--- config.mk ---
export PLATFORM = sky130hd
export DESIGN_NAME = fwm_lane
export DESIGN_NICKNAME = d
export VERILOG_FILES = /design/src/rtl/fwm_pkg.sv /design/src/rtl/fwm_lane.sv
export SDC_FILE = /design/constraint.sdc
export NUM_CORES = 1
export LEC_CHECK = 0
export ABC_AREA = 1
export CORE_ASPECT_RATIO = 0.8
export CORE_MARGIN = 3
export CORE_UTILIZATION = 61
export DETAILED_ROUTE_END_ITERATION = 16
export DONT_BUFFER_PORTS = 1
export PLACE_DENSITY_LB_ADDON = 0.3
export SKIP_LAST_GASP = 1
export SYNTH_ARGS = -nofsm -noshare
export SYNTH_HDL_FRONTEND = slang
export SYNTH_SLANG_ARGS = --single-unit
--- constraint.sdc ---
create_clock -name clock -period 13.53 [get_ports clock]
set_input_delay 0 -clock clock [delete_from_list [all_inputs] [get_ports clock]]
set_output_delay 0 -clock clock [all_outputs]
set_load 0.01 [all_outputs]
--- src/rtl/fwm_pkg.sv ---
// Shared types and constants for the FP16 widening multiply-accumulate lanes.
package fwm_pkg;

   localparam int NUM_OUT = 8;

   localparam logic [31:0] CANON_NAN32 = 32'h7FC0_0000;
   localparam logic [15:0] CANON_NAN16 = 16'h7E00;

   typedef logic [15:0] half_type;
   typedef half_type [NUM_OUT-1:0] row_type;

   typedef struct packed {
      logic load;
      logic first;
      logic add;
      logic commit;
   } lane_ctl_type;

endpackage

--- src/rtl/fwm_lane.sv ---
// One lane: FP16 product, FP32 accumulate with round to nearest even, FP16 narrowing.
module fwm_lane
   import fwm_pkg::*;
(
   input  logic         clock,
   input  logic         reset,
   input  lane_ctl_type ctl,
   input  half_type     a_value,
   input  half_type     b_value,
   output half_type     c_value
);

   typedef enum logic [1:0] {
      KIND_SUM,
      KIND_NAN,
      KIND_INF,
      KIND_WORD
   } kind_type;

   function automatic half_type narrow(input logic [31:0] w);
      logic        sg;
      logic [7:0]  ex;
      logic [22:0] fr;
      logic [23:0] m;
      logic [47:0] ext;
      logic [4:0]  sh;
      logic [14:0] h;
      logic        g;
      logic        st;
      logic        up;
      half_type    r;
      sg  = w[31];
      ex  = w[30:23];
      fr  = w[22:0];
      m   = {1'b1, fr};
      sh  = 5'(8'd126 - ex);
      ext = {m, 24'b0} >> sh;
      h   = '0;
      g   = 1'b0;
      st  = 1'b0;
      if (ex == 8'hFF) begin
         r = (fr != '0) ? CANON_NAN16 : {sg, 15'h7C00};
      end else if (ex == 8'h00) begin
         r = {sg, 15'h0000};
      end else if (ex > 8'd142) begin
         r = {sg, 15'h7C00};
      end else if (ex >= 8'd113) begin
         h  = {5'(ex - 8'd112), fr[22:13]};
         g  = fr[12];
         st = |fr[11:0];
         up = g & (st | h[0]);
         r  = {sg, h + 15'(up)};
      end else if (ex < 8'd101) begin
         r = {sg, 15'h0000};
      end else begin
         h  = {5'b0, ext[33:24]};
         g  = ext[23];
         st = |ext[22:0];
         up = g & (st | h[0]);
         r  = {sg, h + 15'(up)};
      end
      return r;
   endfunction

   logic [31:0] acc_ff, acc_in;

   logic        pr_sign_ff, pr_nan_ff, pr_inf_ff, pr_zero_ff, first_ff;
   logic [7:0]  pr_exp_ff;
   logic [23:0] pr_man_ff;
   logic        pr_sign_in, pr_nan_in, pr_inf_in, pr_zero_in;
   logic [7:0]  pr_exp_in;
   logic [23:0] pr_man_in;

   kind_type    s_kind_ff, s_kind_in;
   logic        s_sign_ff, s_sign_in;
   logic [7:0]  s_exp_ff, s_exp_in;
   logic [27:0] s_sum_ff, s_sum_in;
   logic [31:0] s_word_ff, s_word_in;

   // Product of the two halves, normalized to a 24-bit significand.
   always_comb begin
      logic        a_nan, b_nan, a_inf, b_inf, a_zero, b_zero;
      logic [10:0] a_m, b_m;
      logic [4:0]  a_e, b_e;
      logic [21:0] prod;
      logic [4:0]  lz;
      a_nan  = (a_value[14:10] == 5'h1F) && (a_value[9:0] != '0);
      b_nan  = (b_value[14:10] == 5'h1F) && (b_value[9:0] != '0);
      a_inf  = (a_value[14:10] == 5'h1F) && (a_value[9:0] == '0);
      b_inf  = (b_value[14:10] == 5'h1F) && (b_value[9:0] == '0);
      a_zero = (a_value[14:0] == '0);
      b_zero = (b_value[14:0] == '0);
      a_m    = {a_value[14:10] != '0, a_value[9:0]};
      b_m    = {b_value[14:10] != '0, b_value[9:0]};
      a_e    = (a_value[14:10] == '0) ? 5'd1 : a_value[14:10];
      b_e    = (b_value[14:10] == '0) ? 5'd1 : b_value[14:10];
      prod   = a_m * b_m;
      lz     = '0;
      for (int i = 0; i < 22; i++) begin
         if (prod[i]) begin
            lz = 5'(21 - i);
         end
      end
      pr_sign_in = a_value[15] ^ b_value[15];
      pr_nan_in  = a_nan | b_nan | (a_inf & b_zero) | (b_inf & a_zero);
      pr_inf_in  = (a_inf | b_inf) & ~pr_nan_in;
      pr_zero_in = (prod == '0);
      pr_man_in  = {prod, 2'b00} << lz;
      pr_exp_in  = 8'({3'b0, a_e} + {3'b0, b_e} + 8'd98 - {3'b0, lz});
   end

   always_ff @(posedge clock) begin
      if (ctl.load) begin
         pr_sign_ff <= pr_sign_in;
         pr_nan_ff  <= pr_nan_in;
         pr_inf_ff  <= pr_inf_in;
         pr_zero_ff <= pr_zero_in;
         pr_exp_ff  <= pr_exp_in;
         pr_man_ff  <= pr_man_in;
         first_ff   <= ctl.first;
      end
   end

   // Alignment and add against the accumulator.
   always_comb begin
      logic [31:0] c;
      logic        c_nan, c_inf, c_zero, c_sign;
      logic [7:0]  c_e;
      logic [23:0] c_m;
      logic        p_big;
      logic [7:0]  big_e, sml_e, d;
      logic [23:0] big_m, sml_m;
      logic        big_s, sml_s;
      logic [26:0] big_x, sml_x, al, lost;
      c      = first_ff ? 32'h0 : acc_ff;
      c_sign = c[31];
      c_nan  = (c[30:23] == 8'hFF) && (c[22:0] != '0);
      c_inf  = (c[30:23] == 8'hFF) && (c[22:0] == '0);
      c_zero = (c[30:0] == '0);
      c_e    = (c[30:23] == '0) ? 8'd1 : c[30:23];
      c_m    = {c[30:23] != '0, c[22:0]};
      p_big  = {pr_exp_ff, pr_man_ff} >= {c_e, c_m};
      big_e  = p_big ? pr_exp_ff : c_e;
      big_m  = p_big ? pr_man_ff : c_m;
      big_s  = p_big ? pr_sign_ff : c_sign;
      sml_e  = p_big ? c_e : pr_exp_ff;
      sml_m  = p_big ? c_m : pr_man_ff;
      sml_s  = p_big ? c_sign : pr_sign_ff;
      d      = big_e - sml_e;
      big_x  = {big_m, 3'b000};
      sml_x  = {sml_m, 3'b000};
      lost   = sml_x & ~({27{1'b1}} << d);
      if (d >= 8'd27) begin
         al = {26'b0, |sml_m};
      end else begin
         al = (sml_x >> d) | {26'b0, |lost};
      end
      s_sign_in = big_s;
      s_exp_in  = big_e;
      s_sum_in  = (big_s != sml_s) ? ({1'b0, big_x} - {1'b0, al})
                                   : ({1'b0, big_x} + {1'b0, al});
      s_word_in = c;
      if (pr_nan_ff || c_nan || (pr_inf_ff && c_inf && (pr_sign_ff != c_sign))) begin
         s_kind_in = KIND_NAN;
      end else if (pr_inf_ff || c_inf) begin
         s_kind_in = KIND_INF;
         s_sign_in = pr_inf_ff ? pr_sign_ff : c_sign;
      end else if (pr_zero_ff) begin
         s_kind_in = KIND_WORD;
         if (c_zero) begin
            s_word_in = {pr_sign_ff & c_sign, 31'h0};
         end
      end else begin
         s_kind_in = KIND_SUM;
      end
   end

   always_ff @(posedge clock) begin
      if (ctl.add) begin
         s_kind_ff <= s_kind_in;
         s_sign_ff <= s_sign_in;
         s_exp_ff  <= s_exp_in;
         s_sum_ff  <= s_sum_in;
         s_word_ff <= s_word_in;
      end
   end

   // Normalization and rounding of the sum.
   always_comb begin
      logic [26:0] m27;
      logic [8:0]  e9, field;
      logic [4:0]  lz, lim, sh;
      logic [23:0] keep;
      logic        up;
      logic [31:0] packed_w;
      lz = '0;
      for (int i = 0; i < 27; i++) begin
         if (s_sum_ff[i]) begin
            lz = 5'(26 - i);
         end
      end
      lim = (s_exp_ff - 8'd1 > 8'd26) ? 5'd26 : 5'(s_exp_ff - 8'd1);
      sh  = (lz < lim) ? lz : lim;
      if (s_sum_ff[27]) begin
         m27   = {s_sum_ff[27:2], s_sum_ff[1] | s_sum_ff[0]};
         e9    = {1'b0, s_exp_ff} + 9'd1;
         field = e9;
      end else begin
         m27   = s_sum_ff[26:0] << sh;
         e9    = {1'b0, s_exp_ff} - {4'b0, sh};
         field = m27[26] ? e9 : 9'd0;
      end
      keep     = m27[26:3];
      up       = m27[2] & ((|m27[1:0]) | keep[0]);
      packed_w = {field, keep[22:0]} + 32'(up);
      unique case (s_kind_ff)
         KIND_NAN:  acc_in = CANON_NAN32;
         KIND_INF:  acc_in = {s_sign_ff, 8'hFF, 23'h0};
         KIND_WORD: acc_in = s_word_ff;
         default: begin
            if (s_sum_ff == '0) begin
               acc_in = 32'h0;
            end else if (packed_w[31:23] >= 9'd255) begin
               acc_in = {s_sign_ff, 8'hFF, 23'h0};
            end else begin
               acc_in = {s_sign_ff, packed_w[30:0]};
            end
         end
      endcase
   end

   always_ff @(posedge clock) begin
      if (reset) begin
         acc_ff <= '0;
      end else if (ctl.commit) begin
         acc_ff <= acc_in;
      end
   end

   assign c_value = narrow(acc_ff);

endmodule

# Word level (Yosys, flattened, before mapping)
# Index checks and enable logic that the tools add are counted.
totals:
  ff_bits: 140
  in_bits: 38
  out_inout_bits: 16
classes:
  add_sub_neg: 14
  mul: 1
  order_cmp: 8
  eq_ne: 9
  n_shift: 5
  muxes: 84
  bitwise_logic: 20
  reduce_logical: 35
op_table:
  columns: ["operator", "n"]
  rows:
  - ["$mux 5", 53]
  - ["$mux 32", 6]
  - ["$pmux 32 s3", 1]
  - ["$mux 24", 2]
  - ["$shr 48x5->34", 1]
  - ["$reduce_bool 23->1", 2]
  - ["$mux 15", 3]
  - ["$add 32x1->32", 1]
  - ["$ge 32x32->1", 1]
  - ["$mux 16", 2]
  - ["$logic_not 31->1", 1]
  - ["$mux 31", 1]
  - ["$logic_not 15->1", 2]
  - ["$add 27x27->28", 1]
  - ["$logic_not 28->1", 1]
  - ["$mux 28", 1]
  - ["$sub 27x27->28", 1]
  - ["$and 27x27->27", 1]
  - ["$mux 27", 1]
  - ["$not 27->27", 1]
  - ["$or 27x1->27", 1]
  - ["$reduce_or 27->1", 1]
  - ["$shl 27x5->27", 1]
  - ["$shl 27x8->27 const A", 1]
  - ["50 further kinds", 89]

# Depth between registers and ports, before layout
depth:
  ltp_word: 39
  ltp_mapped: 58

# Worst setup path after synthesis
# Ideal clock, no wire load.
synth_timing:
  kind: "input -> register"
  startpoint: "input b_value[11]"
  endpoint: "register pr_exp_ff[5], data pin"
  setup_time_ns: 0.258
  t_arrival_ns: 7.540
  setup_slack_ns: 5.732
  path_stages: 39
  n_path_buf: 2
  path_cell_list: "nor3_1 nand3_1 clkbuf_1 nand2_1 inv_1 fa_1 fa_1 fa_1 inv_1 fa_1 fa_1 inv_1 ha_1 a21oi_1 nor2_1 nor2_1 inv_1 a21o_1 (+3 left out) nand2_1 a21oi_1 o21bai_1 a21oi_1 nor2_1 nor2_1 xnor2_1 nand2_1 a21oi_1 clkbuf_1 ha_1 inv_1 fa_1 ha_1 inv_1 fa_1 o21a_1 xor2_1"
synth_via:
  elab_chain_len: 15
  word_cells_on_any_way: 19
  classes_between: "add/sub: 3; mul: 1; mux: 13; reduce/logical: 2"
synth_rtl:
  columns: ["element", "line_no", "text"]
  rows:
  - ["from (decl)", "fwm_lane.sv:9", "input half_type b_value,"]
  - ["$reduce_bool 5->1", "fwm_lane.sv:94", "b_m = {b_value[14:10] != '0, b_value[9:0]};"]
  - ["$mul 11x11->22", "fwm_lane.sv:97", "prod = a_m * b_m;"]
  - ["$mux 5 (12 in series)", "fwm_lane.sv:100", "if (prod[i]) begin"]
  - ["$sub 8x5->8 (*)", "fwm_lane.sv:109", "pr_exp_in = 8'({3'b0, a_e} + {3'b0, b_e} + 8'd98 - {3'b0, lz});"]
  - ["via pr_exp_in[5]", "fwm_lane.sv:71", "logic [7:0] pr_exp_in;"]
  - ["to (signal assigned)", "fwm_lane.sv:118", "pr_exp_ff <= pr_exp_in;"]
  - ["to (decl)", "fwm_lane.sv:68", "logic [7:0] pr_exp_ff;"]
# Mark *: on every way through the listed nets, which the timed path passes. The rest lies on a longest branch.
# A chain may end at the register's enable or synchronous reset.

# Worst setup path after layout
layout_timing:
  startpoint: "register first_ff"
  endpoint: "register s_sum_ff[27], data pin"
layout_via:
  elab_chain_len: 14
  word_cells_on_any_way: 25
  classes_between: "add/sub: 3; order compare: 2; eq/ne: 1; shift: 2; mux: 10; bitwise: 3; reduce/logical: 4"
layout_rtl:
  columns: ["element", "line_no", "text"]
  rows:
  - ["from (decl)", "fwm_lane.sv:67", "logic pr_sign_ff, pr_nan_ff, pr_inf_ff, pr_zero_ff, first_ff;"]
  - ["from (signal assigned)", "fwm_lane.sv:120", "first_ff <= ctl.first;"]
  - ["$mux 32 (*)", "fwm_lane.sv:135", "c = first_ff ? 32'h0 : acc_ff;"]
  - ["$logic_not 8->1", "fwm_lane.sv:140", "c_e = (c[30:23] == '0) ? 8'd1 : c[30:23];"]
  - ["$mux 8", "fwm_lane.sv:140", null]
  - ["$ge 32x32->1", "fwm_lane.sv:142", "p_big = {pr_exp_ff, pr_man_ff} >= {c_e, c_m};"]
  - ["$mux 8 (*)", "fwm_lane.sv:143", "big_e = p_big ? pr_exp_ff : c_e;"]
  - ["via s_exp_in[0]", "fwm_lane.sv:76", "logic [7:0] s_exp_ff, s_exp_in;"]
  - ["$sub 8x8->8 (*)", "fwm_lane.sv:149", "d = big_e - sml_e;"]
  - ["$shl 27x8->27", "fwm_lane.sv:152", "lost = sml_x & ~({27{1'b1}} << d);"]
  - ["$not 27->27", "fwm_lane.sv:152", null]
  - ["$and 27x27->27", "fwm_lane.sv:152", null]
  - ["$reduce_or 27->1", "fwm_lane.sv:156", "al = (sml_x >> d) | {26'b0, |lost};"]
  - ["$or 27x1->27", "fwm_lane.sv:156", null]
  - ["$mux 27 (*)", "fwm_lane.sv:153", "if (d >= 8'd27) begin"]
  - ["$add 27x27->28 or $sub 27x27->28 (tied branches)", "fwm_lane.sv:161, fwm_lane.sv:160", null]
  - ["$mux 28 (*)", "fwm_lane.sv:160", "s_sum_in = (big_s != sml_s) ? ({1'b0, big_x} - {1'b0, al})"]
  - ["via s_sum_in[27]", "fwm_lane.sv:77", "logic [27:0] s_sum_ff, s_sum_in;"]
  - ["to (signal assigned)", "fwm_lane.sv:183", "s_sum_ff <= s_sum_in;"]
  - ["to (decl)", "fwm_lane.sv:77", null]
# Marked as above.

==> summary.txt <==
Status
  – Run status: completed

Placement
  – Number of input and output port buffers inserted: 0
  – Half-perimeter wire length after placement: 57100 µm
  – Weighted congestion at the end of routability-driven global placement: 1.04

Timing
  – Total Negative Setup Slacks: 0 ns
  – Final number of setup-violating endpoints: 0
  – Max-slew violation count: 0
  – Unrepaired setup endpoints after global routing: false
  – Post-layout min period: 11.17 ns
  – Worst slew slack as a fraction of its limit: 0.289
  – Final cycle utilization of the critical path: 0.826
  – Hold Vio Cnt, Final: 0
  – Final clock skew: 0.0150 ns
  – Worst-margin pin slew: 1.06 ns
  – Max Fclk: 89.5 MHz

Layout
  – Total Nets Final: 4045
  – Number of fill cells in the layout: 3613
  – Diodes inserted: 0
  – Signed area change from the synthesized netlist to the final layout: 3.38%
  – Proportion of layout cells with a drive suffix above 1: 0.0502

Critical path
  – Buffering stage count on the worst path with inverters included: 10
  – Kind of end point of the critical path: flip-flop
  – Top fanout value on the critical path: 32
  – Standard cell with the maximum stage delay on the critical path: edfxtp_1
  – CP required: 13.83 ns
  – WS Path Type: reg2reg
  – Largest delay contributor family on the critical path: simple AND/OR/NAND/NOR gates
  – Max stage delay on crit path: 1.03 ns
  – Crit path DAT: 11.47 ns
  – Most numerous cell on the critical path: inv_1
  – Critical path startpoint category: flip-flop

Clocking
  – Maximum count of clock buffers along a single path: 2
  – Total CTS buffers: 17
  – Sink count of the clock tree: 138
  – Hold buffer count at CTS: 19
  – Clock Root Buffer: clkbuf_16
  – # H-tree levels: 4
  – Postcts setup bufs: 0
  – Clock tree from TritonCTS: yes
  – Resize count post-CTS: 0
  – Clock transition at the registers of the reported paths: 0.07 ns
  – Worst-Skew Late Latency: 0.44 ns

Global routing
  – Maximum number of pins on one net before global-route repair: 85
  – Sum of overflow across all layers after global routing: 0
  – Via count of the first global-routing pass: 22500
  – Initial antenna violation count: 0
  – Wire length of the first global-routing pass: 116000 µm
  – GRT Total Usage: 0.349

Drt
  – First DRT Iteration DRCs: 3093
  – Detailed-route vias per instance: 5.87
  – Total wire length after detailed routing: 72200 µm
  – Final routed wire length divided by cell count: 17.0 µm
  – Final antenna-violating net count: 0
  – Number of iterations in the first detailed-routing pass: 8
  – DRC violation count after routing: 0
  – Routed via count: 24900

Yosys
  – Synth area leaders: nand2_1 (16%), edfxtp_1 (13%), inv_1 (10%), ha_1 (9.1%), nand3_1 (7.7%)
  – Net count after synthesis: 4148
  – Post-Syn Area: 23600 µm²
  – Share of flip-flops with an asynchronous set or reset after synthesis: 0
  – Netlist cell types: 72
  – FF+latch count, synth: 138
  – Synth Instances: 3852
  – Area share of the largest cell type after synthesis: 0.164
  – EDFF count, synth: 106
  – Cell type contributing the most total cell area after synthesis: nand2_1
  – Register area share after synthesis: 0.162
  – Mean instance size in the synthesized netlist: 6.13 µm²
  – Most numerous cell in the Yosys netlist: nand2_1
  – Top FF cell, synth: edfxtp_1
  – Top cells by instance count after synthesis: nand2_1 (1031), inv_1 (640), nand3_1 (364)
  – Number of synthesis warnings: 0

Job
  – Max capacitance violation total: 0

Floorplanning
  – Core footprint: 37600 µm²
  – # IOs: 54
  – Die ar.: 41100 µm²
  – Die boundary width: 226 µm
  – Standard-cell row count: 63
  – Die Y-Extent: 182 µm
  – Initial Utilization: 0.628

Min path
  – Hold Path Class: in2reg
==> final timing paths <==
kind | startpoint | end | slack, ns | cells after the start
worst max-delay path | first_ff | s_sum_ff[27] | 2.36 | 53
worst min-delay path | b_value[14] | pr_exp_ff[6] | 0.07 | 3
worst max register to register | first_ff | s_sum_ff[27] | 2.36 | 53
worst min register to register | acc_ff[31] | acc_ff[31] | 0.47 | 2
==> state kept, by name, indices dropped and copies added, names as in the netlist <==
name / cells
acc_ff: 32
first_ff: 1
pr_exp_ff: 8
pr_inf_ff: 1
pr_man_ff: 22
pr_nan_ff: 1
pr_sign_ff: 1
pr_zero_ff: 1
s_exp_ff: 8
s_kind_ff: 2
s_sign_ff: 1
s_sum_ff: 28
s_word_ff: 32
==> placed cells by master, fill, tap and decap left out, types with 18 or more instances in the layout <==
cell type and count:
a21oi_1 160, buf_4 18, dfxtp_1 32, edfxtp_1 106
fa_1 87, ha_1 171, inv_1 640, inv_2 24
mux2i_1 23, nand2_1 1031, nand2_2 29, nand3_1 364
nand4_1 38, nor2_1 296, nor2_2 24, nor3_1 56
nor4_1 28, o21ai_0 287, xor2_1 64
==> layout make-up <==
type,count,area [µm²],share of cell area
Inverter,674,2530,0.104
Sequential cell,138,3820,0.157
Tap cell,487,609,0.0250
Clock buffer,21,450,0.0185
Multi-Input combinational cell,2881,16500,0.678
Clock inverter,11,77.6,0.00318
Timing Repair Buffer,37,363,0.0149
==> worst reg2reg max path, delay by kind of cell, from the launching register on <==
family | cells | cell delay (ns)
buf+inv | 10 | 1.75
xor+xnor | 1 | 0.14
fa+ha+maj | 4 | 1.61
flops | 1 | 1.03
compound gates | 15 | 2.67
simple gates | 23 | 3.84
==> through the flow <==
| step | setup slack (ns) | instances | hold slack [ns] | utilization | area [µm²] |
|---|---|---|---|---|---|
| 6_report | 2.36 | 4249 | 0.0716 | 0.649 | 24400 |
| 5_1_grt | 1.37 | 4249 | 0.0983 | 0.649 | 24400 |
| 2_1_floorplan | 5.73 | 3852 | 0.0691 | - | 23600 |
| 3_3_place_gp | 3.00 | 4198 | 0.0734 | 0.629 | 23600 |
| 3_5_place_dp | 2.70 | 4198 | 0.0760 | 0.629 | 23600 |
| 4_1_cts | 2.66 | 4249 | 0.0686 | 0.649 | 24400 |
==> metal layers <==
layer  vias to the layer above  track usage  share of wire
li1                      12200            -              -
met1                     11200        0.504           0.44
met2                      1380        0.525           0.41
met3                       202       0.0621           0.11
met4                         0        0.118          0.040
met5                         -            0              0
==> logic make-up after synthesis <==
family / after synthesis / share of synthesized area
AO/OA/AOI/OAI: 601 / 0.144
AND/OR/NAND/NOR: 1919 / 0.352
XOR/XNOR: 80 / 0.0300
adder cells (fa/ha/maj): 258 / 0.164
multiplexers: 23 / 0.00976
flip-flops: 138 / 0.162
buffers and inverters: 833 / 0.138
Power is not shown: default switching activity piles up to over one toggle a cycle in this logic, so the estimate is an artifact.
