`src/rtl/fwm_pkg.sv`:
```
// Shared types and constants for the FP16 widening multiply-accumulate lanes.
package fwm_pkg;

   localparam int NUM_OUT = 8;

   localparam logic [31:0] CANON_NAN32 = 32'h7FC0_0000;
   localparam logic [15:0] CANON_NAN16 = 16'h7E00;

   typedef logic [15:0] half_type;
   typedef half_type [NUM_OUT-1:0] row_type;

   typedef struct packed {
      logic load;
      logic first;
      logic add;
      logic commit;
   } lane_ctl_type;

endpackage

```
`src/rtl/fwm_merge.sv`:
```
// Result merge: masks inactive lanes and queues result rows for the output channel.
module fwm_merge
   import fwm_pkg::*;
(
   input  logic                 clock,
   input  logic                 reset,
   input  logic                 push,
   input  logic [NUM_OUT-1:0]   mask,
   input  row_type              row,
   output logic                 out_valid,
   input  logic                 out_stall,
   output row_type              out_row,
   output logic [1:0]           count
);

   row_type     q_ff [2];
   logic        wr_ptr_ff, rd_ptr_ff;
   logic [1:0]  count_ff, count_in;
   logic        pop;
   row_type     masked;

   always_comb begin
      for (int i = 0; i < NUM_OUT; i++) begin
         masked[i] = mask[i] ? row[i] : '0;
      end
   end

   assign pop      = (count_ff != 2'd0) && !out_stall;
   assign count_in = count_ff + 2'(push) - 2'(pop);

   always_ff @(posedge clock) begin
      if (push) begin
         q_ff[wr_ptr_ff] <= masked;
      end
   end

   always_ff @(posedge clock) begin
      if (reset) begin
         wr_ptr_ff <= 1'b0;
         rd_ptr_ff <= 1'b0;
         count_ff  <= '0;
      end else begin
         if (push) begin
            wr_ptr_ff <= ~wr_ptr_ff;
         end
         if (pop) begin
            rd_ptr_ff <= ~rd_ptr_ff;
         end
         count_ff <= count_in;
      end
   end

   assign out_valid = (count_ff != 2'd0);
   assign out_row   = q_ff[rd_ptr_ff];
   assign count     = count_ff;

endmodule
```
`config.mk`:
```
export PLATFORM = sky130hd
export DESIGN_NAME = fwm_merge
export DESIGN_NICKNAME = d
export VERILOG_FILES = /design/src/rtl/fwm_pkg.sv /design/src/rtl/fwm_merge.sv
export SDC_FILE = /design/constraint.sdc
export NUM_CORES = 1
export LEC_CHECK = 0
export BUFFER_PORTS_ARGS = -buffer_cell sky130_fd_sc_hd__buf_4
export CORE_MARGIN = 2
export CORE_UTILIZATION = 32
export DETAILED_ROUTE_END_ITERATION = 16
export HOLD_SLACK_MARGIN = 0.03
export PLACE_DENSITY = 0.64
export RECOVER_POWER = 25
export SLEW_MARGIN = 15
export SYNTH_ARGS = -nofsm -noshare
export SYNTH_HDL_FRONTEND = slang
export SYNTH_SLANG_ARGS = --single-unit
```
`constraint.sdc`:
```
create_clock -name clock -period 6.2 [get_ports clock]
set_input_delay 0.31 -clock clock [delete_from_list [all_inputs] [get_ports clock]]
set_output_delay 0.31 -clock clock [all_outputs]
set_load 0.1 [all_outputs]
```
After elaboration in Yosys (flattened, before gate mapping) --
Memories as Yosys holds them, arrays and structs flattened. A register that Yosys moved wholly into a read port is not among the register bits. Cells that the tools add are included.
Operators by class: add/sub/neg operators 2, multiplexer cells 12, bitwise operators 2, reductions and logical operators 3
Operators by type and width (number):
- $mux 16 | 8
- $mux 1 | 4
- $add 2x1->2 | 1
- $not 1->1 | 2
- $reduce_bool 2->1 | 1
- $sub 2x1->2 | 1
- $logic_and 1x1->1 | 1
- $logic_not 1->1 | 1
Storage, ports and cells: register bits after elaboration 4, memory bits (writable) 256, bits of input ports 140, output and inout port bits 131, logic and storage cells 23, memories kept 1
Memories:
- q_ff | words 2, width 128, read ports 1, clocked after Yosys merged registers in 1, wr ports 1, line fwm_merge.sv:16 | row_type q_ff [2];

Depth between registers and ports, before layout --
Gate-level depths: netlist of run 1.
depth after elaboration 4, mapped depth 6, gate-level depth less buffers 6

Least setup slack after synthesis of run 1 --
Ideal clock, no wire load.
kind register -> register, start reg wr_ptr_ff, end mem q_ff[0][0] (netlist bit), enable pin, setup time 0.632 ns, arrival time 5.985 ns, data required time 5.568 ns, path slack -0.417 ns, cell stages (with the launch flop) 2, path buffers 0, period minus slack after synthesis 6.617 ns, cell sequence dfxtp_1 > nor2b_1
RTL lines:
- start: declaration | line fwm_merge.sv:17 | logic wr_ptr_ff, rd_ptr_ff;
- start signal: assignment | line fwm_merge.sv:44 | wr_ptr_ff <= ~wr_ptr_ff;
- end: declaration | line fwm_merge.sv:16
No word-level cell before the write port.

==> summary.md, run 1 <==
| Metric | Value |
|---|---|
| Avg Cell Area, Syn | `~19 µm²` |
| Worst vdd ir | `0.0003802 V` |
| Cell count after synthesis | `556` |
| TritonCTS clock tree | `done` |
| Synth area leaders | `edfxtp_1 74%, mux2_2 14%, and2_1 7.8%, clkbuf_8 1.1%, dfxtp_1 0.96%` |
| Clk pwr share | `26.2%` |
| Fin area | `about 0.014 mm²` |
| Core area | `0.03172 mm²` |
| Setup tns final | `0 ps` |
| Worst Path Required | `approximately 5900 ps` |
| Hold Slack | `~86 ps` |
| Final routed DRC violation total | `0` |
| Routed via count | `5,617` |
| P&R area growth vs syn | `31.50%` |
| Final Power | `6.056 mW` |
| Worst setup EP type | `output pin` |
| Fin Clk Skew | `18.77 ps` |
| Initial DRC Count | `245` |
| Post-route ant nets | `0` |
| Largest net degree at the start of global routing | `a little under 70` |
| Clk sinks | `approximately 260` |
| Placed Cells | `between 1,000 and 1,500` |
| Data arrival, critical path | `about 2500 ps` |
| Max Fanout on Critical Path | `60` |
| Top FF cell, synth | `edfxtp_1` |
| Comb pwr share | `38.7%` |
| P_leak | `5.122 nW` |
| Buffers on Ports | `between 200 and 300` |
| Power Dens Cells | `about 440 mW/mm²` |
| Number of synthesized flops with an enable pin | `between 200 and 300` |
| Synth Warn # | `0` |
| Worst hold-check path type | `in2reg` |
| Setup Viol. Count Final | `0` |
| Count leader, synth | `edfxtp_1` |
| Routed wire per std cell | `approximately 17 µm` |
| Max-cap violations | `0` |
| H-Tree Depth | `1` |
| Core Rows | `65` |
| Pins Over Slew Limit | `0` |
| Die H | `184.1 µm` |
| First-pass GRT wire length | `33.06 mm` |
| Pre-CTS setup slack | `~3900 ps` |
| Final Core Density | `a little over two fifths` |
| Mapped Area | `0.01038 mm²` |
| Slew margin rel. | `roughly 34%` |
| Clock buffer depth | `3` |
| Gpl congestion | `between 0.7 and 0.8` |
| Worst setup margin | `between 3000 and 4000 ps` |
| Die width | `roughly 180 µm` |
| Synth top area share | `between 70% and 80%` |
| CTS root buffer | `clkbuf_16` |
| Switching pwr | `~2.5 mW` |
| Fin nets | `a little under 1,000` |
| CP Launch Type | `flop` |
| Fin. Hold Viols | `0` |
| Final Cycle Share | `45.31%` |
| Final min period | `~2800 ps` |
| Synth area leader | `edfxtp_1` |
| Clock Latency Late Sink | `approximately 530 ps` |
| Global route total overflow | `0` |
| Synth unique cells | `15` |
| Final WL | `approximately 22 mm` |
| CP Class | `reg2out` |
| Post-placement cell area | `around 0.013 mm²` |
| Initial antenna violation count | `0` |
| Total track usage | `12.59%` |
| PostCTS Resize Cnt | `0` |
| Final-layout fill cell count | `2,877` |
| Seq/Total Area, Yosys | `75.05%` |
| Share of layout cells above drive strength 1 | `around half` |
| F_max | `356.0 MHz` |
| Cts bufs inserted | `29` |
| Top cells by count, synth | `256 x edfxtp_1, 130 x mux2_2, 129 x and2_1` |
| Total die area | `0.03388 mm²` |
| Post-CTS setup buffer count | `0` |
| Mapped Nets | `~700` |
| Synth Register Bits | `~260` |
| Clock transition at path regs | `around 60 ps` |
| Sw frac | `around two fifths` |
| Unrepaired setup endpoints after global routing | `no` |
| DP HPWL | `~15 mm` |
| ANT cells | `0` |
| Initial DRT Pass Iterations | `4` |
| Vias in the first global route | `approximately 6,000` |
| Via/cell ratio | `approximately 4.4` |
| Outcome | `complete, no violations` |
| Fin cells | `about 1,300` |
| Flop pwr share | `a little over a third` |
| Worst slew pin tran | `991.1 ps` |
| IO Count | `271` |
| Post-synth ARST share | `0%` |
| Starting density of the core | `32.71%` |
| Internal | `roughly 3.6 mW` |
## cell families (layout without fill, tap and decap cells)
group	after synthesis	in the layout	synth area share, %
flip-flops	261	261	75.05
AND/OR/NAND/NOR	136	136	8.127
multiplexers	130	130	14.11
buffers and inverters	24	334	2.074
adder cells (fa/ha/maj)	2	2	0.2411
XOR/XNOR	2	2	0.3015
AO/OA/AOI/OAI	1	1	0.09647
## placed cells by master, fill, tap and decap left out
| master | count |
|---|---|
| bufinv_16 | 1 |
| dfxtp_1 | 4 |
| nor2_1 | 3 |
| inv_1 | 2 |
| or2_2 | 1 |
| mux2_2 | 130 |
| dfxtp_4 | 1 |
| clkinvlp_4 | 1 |
| clkbuf_8 | 3 |
| ha_1 | 2 |
| and2_0 | 82 |
| o21ba_2 | 1 |
| clkbuf_16 | 29 |
| edfxtp_1 | 256 |
| buf_4 | 268 |
| inv_6 | 1 |
| clkinv_1 | 2 |
| clkinv_2 | 6 |
| xnor3_1 | 1 |
| nor2b_1 | 2 |
| dlygate4sd3_1 | 2 |
| xnor2_1 | 1 |
| clkinv_4 | 1 |
| and2_4 | 1 |
| and2_1 | 46 |
| nor2b_4 | 1 |
| clkbuf_1 | 18 |
## power by group through the flow
stage | registers [mW] | logic (mW) | clock network, mW
global route | 2.14 | 2.42 | 1.71
CTS | 2.13 | 2.38 | 1.64
global placement | 2.16 | 2.36 | 0
floorplan | 2.19 | 1.91 | 0
finish | 2.13 | 2.35 | 1.58
detailed placement | 2.16 | 2.37 | 0
## worst max-delay path: stages, from the launching register on
cell     delay [ps]
dfxtp_4         530
buf_4           670
mux2_2          430
buf_4           230
## layer usage
layer	share of wire, %	up-vias	GRT usage, %
li1	-	2653	-
met1	42	2751	16.09
met2	49	189	21.13
met3	8.2	24	4.002
met4	1.5	0	2.368
met5	0	-	0
## state kept, by name, summed over array words and instances (netlist names), named ones only
register   count
q_ff         256
count          2
rd_ptr_ff      1
wr_ptr_ff      1
## layout make-up
type	instances	area (µm²)	share of cell area (%)
sequential	261	7791	57.10
multi-input combinational	271	2384	17.47
timing repair buffer	278	2062	15.11
clock buffer	42	804.5	5.896
tap	402	503.0	3.686
clock inverter	12	92.59	0.6786
inverter	2	7.507	0.05502
## worst paths after layout
kind	cells after the start	slack (ps)	start	endpoint
min	2	90	row[36]	q_ff[0][36]
max	3	3390	flop	out_row[54]
max reg2reg	2	4280	wr_ptr_ff	q_ff[1][85]
min reg2reg	2	600	rd_ptr_ff	rd_ptr_ff
## repair_timing
item                                   CTS  global route
setup endpoints to repair                0             0
hold buffers                             2             0
endpoints found under the hold margin    3             0
Note: power is estimated with default switching activity, not from simulation.
==> run 2, diff against run 1 <==
ABC_AREA = 1   (was not set)
PLACE_DENSITY = 0.62   (was 0.64)
clock period = 2.73 ns   (was 6.2 ns; I/O delays follow)
==> summary.md, run 2 <==
| Metric | Value |
|---|---|
| Post-CTS setup buffer count | `0` |
| Core Rows | `66` |
| Pre-CTS setup slack | `982.9 ps` |
| Largest reg by FF count | `q_ff` |
| Pins Over Slew Limit | `0` |
| Worst Path Required | `approximately 2600 ps` |
| Global route total overflow | `0` |
| Final-layout fill cell count | `about 2,900` |
| Final WL | `23.68 mm` |
| Fin. Hold Viols | `0` |
| Total die area | `0.03451 mm²` |
| Synth unique cells | `14` |
| Sw frac | `about 40%` |
| Top cells by count, synth | `256 x edfxtp_1, 137 x inv_1, 134 x nand2_1` |
| PostCTS Resize Cnt | `0` |
| Switching pwr | `5.538 mW` |
| Synth area leaders | `edfxtp_1 73%, mux2_2 14%, inv_1 4.9%, nand2_1 4.8%, clkbuf_8 1.0%` |
| CP Launch Type | `flop` |
| Gpl congestion | `approximately 0.73` |
| P&R area growth vs syn | `46.71%` |
| Synth area leader | `edfxtp_1` |
| Clock buffer depth | `3` |
| Most frequent cells in the layout | `256 x edfxtp_1, 254 x buf_4, 146 x dlygate4sd3_1` |
| Max Fanout on Critical Path | `45` |
| Post-synth ARST share | `0%` |
| Reg2Reg Depth | `8` |
| Fin area | `between 0.015 and 0.02 mm²` |
| P_leak | `a little under 7 nW` |
| Synth top area share | `72.71%` |
| Clk sinks | `261` |
| Max stage delay on crit path | `just over 600 ps` |
| Number of synthesized flops with an enable pin | `256` |
| Count leader, synth | `edfxtp_1` |
| Worst vdd ir | `around 0.00051 V` |
| Slew margin rel. | `44.04%` |
| Routed wire per std cell | `about 15 µm` |
| Unrepaired setup endpoints after global routing | `no` |
| Final Core Density | `between 40% and 50%` |
| Largest net degree at the start of global routing | `95` |
| Power Dens Cells | `approximately 900 mW/mm²` |
| Final routed DRC violation total | `0` |
| Cell count after synthesis | `705` |
| Final Cycle Share | `83.51%` |
| Flop-to-flop setup slack | `~900 ps` |
| CP top delay family | `flip-flops` |
| Die H | `185.8 µm` |
| Die width | `185.8 µm` |
| Flop pwr share | `about a third` |
| Internal | `around 8.5 mW` |
| Outcome | `complete, no violations` |
| Share of layout cells above drive strength 1 | `a little under 40%` |
| Worst setup margin | `450.1 ps` |
| Vias in the first global route | `roughly 7,000` |
| Clock Latency Late Sink | `540 ps` |
| Clk pwr share | `~28%` |
| CP cell instances | `buf_12 > mux2_2 > buf_4` |
| CTS root buffer | `clkbuf_16` |
| Post-route ant nets | `0` |
| Starting density of the core | `about a third` |
| Worst setup EP type | `output pin` |
| Data arrival, critical path | `~2100 ps` |
| Cts hold-fix bufs | `roughly 150` |
| Worst slew pin tran | `approximately 840 ps` |
| Setup tns final | `0 ps` |
| Setup Viol. Count Final | `0` |
| Hold Crit Start | `mask[3]` |
| Total track usage | `13.13%` |
| DP HPWL | `~15 mm` |
| Avg Cell Area, Syn | `15.00 µm²` |
| Fin nets | `between 1,000 and 1,500` |
| IO Count | `between 200 and 300` |
| Worst hold-check path type | `in2reg` |
| Max-cap violations | `0` |
| Via/cell ratio | `roughly 4.2` |
| Initial antenna violation count | `0` |
| Top FF cell, synth | `edfxtp_1` |
| CP Class | `reg2out` |
| Post-placement cell area | `about 0.013 mm²` |
| Synth Warn # | `0` |
| Routed via count | `~6,700` |
| CP max stage cell | `dfxtp_4` |
| Buffers on Ports | `270` |
| Initial DRC Count | `between 200 and 300` |
| Core area | `between 0.03 and 0.04 mm²` |
| Initial DRT Pass Iterations | `4` |
| Synth Register Bits | `around 260` |
| F_max | `between 400 and 500 MHz` |
| Clock transition at path regs | `around 60 ps` |
| Mapped Nets | `about 850` |
| Final min period | `about 2300 ps` |
| Number of buffers and inverters on the critical path | `2` |
| Mapped Area | `between 0.01 and 0.015 mm²` |
| R2R Path End | `count[0]` |
| TritonCTS clock tree | `done` |
| Number of cells on the worst hold path | `3` |
| H-Tree Depth | `1` |
| Reg2Reg Launch Point | `count[1]` |
| Fin Clk Skew | `between 10 and 15 ps` |
| Max FFs per register | `approximately 260` |
| Comb pwr share | `37.7%` |
| First-pass GRT wire length | `between 30 and 40 mm` |
| Most common cell after layout, fill and taps aside | `edfxtp_1` |
| ANT cells | `0` |
| Seq/Total Area, Yosys | `73.66%` |
| Cts bufs inserted | `28` |
| Worst Hold End | `q_ff[1][61]` |
run 2: cell types whose count changed in the layout (fill, tap and decap cells not counted), sizes merged, moves of 8 or more:
cell	delta
dlygate4sd3	+144
buf	-8
clkbuf	+12
inv	+134
nand2	+134
and2	-129
run 2: final cells by class:
type	count	area [µm²]	area share, %
tap	442	553.0	3.565
timing repair buffer	429	3635	23.43
multi-input combinational	277	2031	13.09
clock inverter	13	170.2	1.097
inverter	137	518.0	3.340
sequential	261	7791	50.23
clock buffer	39	813.3	5.243
run 2: kinds of logic (layout without fill, tap and decap cells):
logic type	count (synthesis)	count (layout)	synth area share, %
fa+ha+maj	2	2	0.2366
buf+inv	167	618	7.207
simple gates	146	146	5.219
compound gates	1	1	0.04729
mux	128	128	13.63
flops	261	261	73.66
run 2: worst reg2reg max path: cells and delay by family (launching register included):
kind	cells	cell delay [ps]
AND/OR/NAND/NOR	3	230
adder cells (fa/ha/maj)	2	460
buffers and inverters	3	630
flip-flops	1	380
run 2: worst max path at each step:
stage              start          end  slack, ps  cells past startpoint
3_5_place_dp        flop  out_row[69]        980                      3
2_1_floorplan  wr_ptr_ff   q_ff[1][0]         10                      2
4_1_cts             flop  out_row[69]        390                      3
6_report            flop  out_row[69]        450                      3
3_3_place_gp        flop  out_row[39]        990                      3
5_1_grt             flop  out_row[69]        330                      3
run 2: power groups by stage:
stage,combinational [mW],clock (mW),sequential (mW)
after detailed placement,5.14,0,4.88
after global placement,5.13,0,4.87
after CTS,5.33,4.05,4.80
final,5.29,3.94,4.79
after floorplan,4.11,0,4.91
after global routing,5.47,4.23,4.82
run 2: routing by layer:
layer	wire length [µm]	GRT usage, %	vias up
met3	1735	3.385	44
met5	0	0	-
met4	676	4.598	0
met2	12020	23.55	215
met1	9242	15.12	3231
li1	-	-	3236
run 2: through the flow:
stage	power (mW)	std cells	hold slack (ps)
2_1_floorplan	9.019	705	207.7
3_3_place_gp	9.995	1400	319.8
3_5_place_dp	10.02	1400	325.7
4_1_cts	14.18	1598	73.63
5_1_grt	14.52	1598	82.40
6_report	14.02	1598	68.93
==> run 3, diff against run 2 <==
ABC_AREA = 0   (was 1)
clock period = 2.2 ns   (was 2.73 ns; I/O delays follow)
==> summary.md, run 3 (same netlist as run 1, synthesis figures left out) <==
| Metric | Value |
|---|---|
| Die H | `around 180 µm` |
| Clock buffer depth | `3` |
| Final Cycle Share | `94.88%` |
| Cts bufs inserted | `29` |
| Total track usage | `a little over an eighth` |
| Buffers on Ports | `between 200 and 300` |
| Gpl congestion | `between 0.7 and 0.8` |
| CP Class | `reg2out` |
| Final-layout fill cell count | `2,739` |
| P&R area growth vs syn | `47.20%` |
| Multi-input gate area | `about 0.0024 mm²` |
| Core area | `between 0.03 and 0.04 mm²` |
| F_max | `approximately 480 MHz` |
| Pins Over Slew Limit | `0` |
| Starting density of the core | `~33%` |
| Vias in the first global route | `6,664` |
| Fin Clk Skew | `roughly 10 ps` |
| Max Fanout on Critical Path | `32` |
| DP HPWL | `14.53 mm` |
| Final WL | `23.52 mm` |
| Initial antenna violation count | `3` |
| Die width | `between 150 and 200 µm` |
| H-Tree Depth | `1` |
| Clk sinks | `roughly 260` |
| Hold Crit Start | `mask[5]` |
| P_leak | `about 5.8 nW` |
| PostCTS Resize Cnt | `0` |
| Worst Path Required | `2090 ps` |
| Largest net degree at the start of global routing | `67` |
| Worst setup EP type | `output pin` |
| Core Rows | `65` |
| Worst hold-check path type | `in2reg` |
| Setup Viol. Count Final | `0` |
| CP Launch Type | `flop` |
| Final min period | `between 2000 and 2500 ps` |
| Register area | `just under 0.008 mm²` |
| Worst slew pin tran | `between 600 and 700 ps` |
| Reg2Reg Launch Point | `count[1]` |
| TritonCTS clock tree | `done` |
| Max FFs per register | `roughly 260` |
| Slew margin rel. | `between 50% and 60%` |
| Initial DRC Count | `approximately 230` |
| Worst vdd ir | `0.001011 V` |
| Power Dens Cells | `between 1000 and 1500 mW/mm²` |
| Share of layout cells above drive strength 1 | `45.28%` |
| Unrepaired setup endpoints after global routing | `no` |
| Max-cap violations | `0` |
| Total die area | `roughly 0.034 mm²` |
| R2R Path End | `count[1]` |
| Most frequent cells in the layout | `256 x edfxtp_1, 244 x buf_4, 144 x dlygate4sd3_1` |
| Worst Hold End | `q_ff[0][82]` |
| Flop-to-flop setup slack | `810 ps` |
| Post-route ant nets | `0` |
| Via/cell ratio | `roughly 4.4` |
| Clock Latency Late Sink | `between 500 and 600 ps` |
| First-pass GRT wire length | `approximately 35 mm` |
| Most common cell after layout, fill and taps aside | `edfxtp_1` |
| Fin. Hold Viols | `0` |
| Outcome | `complete, no violations` |
| Initial DRT Pass Iterations | `5` |
| CTS root buffer | `clkbuf_16` |
| Final routed DRC violation total | `0` |
| Final Power | `~18 mW` |
| Clock transition at path regs | `roughly 60 ps` |
| Routed via count | `~6,200` |
| Reg2Reg Depth | `6` |
| Fin nets | `between 1,000 and 1,500` |
| IO Count | `between 200 and 300` |
| Number of cells on the worst hold path | `2` |
| Hold Slack | `a little over 60 ps` |
| Largest reg by FF count | `q_ff` |
| Data arrival, critical path | `around 2000 ps` |
| Global route total overflow | `0` |
| Routed wire per std cell | `between 15 and 20 µm` |
[run 3: cell count changes in the layout (fill, tap and decap cells not counted), sizes merged, moves of 2 or more]
cell	change
bufinv	-2
nor2b	+3
and2	+129
nor2	-6
clkbuf	+15
clkinv	-2
nand3	-2
inv	-135
buf	-9
diode	+3
nand2	-134
mux2	+2
dlygate4sd3	-2
[run 3: worst max-delay path: stages (launching register included)]
cell,delay [ps]
dfxtp_4,560
buf_12,250
mux2_2,370
buf_4,240
[run 3: power breakdown]
part,internal (mW),switching (mW),total [mW]
Clock,2.78,1.84,4.61
Combinational,1.86,5.12,6.98
Sequential,5.85,0.142,5.99
Total,10.5,7.10,17.6
[run 3: repair_timing]
item                       4_1_cts  5_1_grt
hold endpoints to repair       261        0
setup buffers                    1        0
setup endpoints to repair       95        0
hold buffers                   144        0
[run 3: how the worst max path moves through the flow]
stage,to,slack (ps),cells after the start
2_1_floorplan,q_ff[0][0],-450,1
3_3_place_gp,out_row[37],530,3
3_5_place_dp,out_row[50],520,3
4_1_cts,out_row[50],70,3
5_1_grt,out_row[54],20,3
6_report,out_row[54],110,3
[run 3: layout make-up]
| class | count | area share, % |
|---|---|---|
| diodes | 3 | 0.04915 |
| clock buffers | 41 | 5.308 |
| clock inverters | 10 | 0.6881 |
| inverters | 2 | 0.04915 |
| multi-input cells | 271 | 15.61 |
| flip-flops and latches | 261 | 51.02 |
| well taps | 402 | 3.293 |
| repair buffers | 431 | 23.99 |
[run 3: metrics by stage]
stage | area [µm²] | TNS [ps] | instances | setup WS (ps) | utilization (%)
2_1_floorplan | 10390 | -81400 | 556 | -445.3 | -
3_3_place_gp | 12910 | 0 | 1222 | 530.8 | 40.70
3_5_place_dp | 12910 | 0 | 1222 | 519.3 | 40.70
4_1_cts | 15280 | 0 | 1418 | 67.09 | 48.18
5_1_grt | 15270 | 0 | 1421 | 22.60 | 48.15
6_report | 15270 | 0 | 1421 | 112.6 | 48.15
[run 3: metal layers]
metal  global-route usage (%)  wire length (µm)  part of all wire, %  vias up
met1                    15.91              9797                   42     3032
met4                    4.224               494                  2.1        0
met2                    23.58             11450                   49      205
met5                        0                 0                    0        -
met3                    3.883              1785                  7.6       40
li1                         -                 -                    -     2966
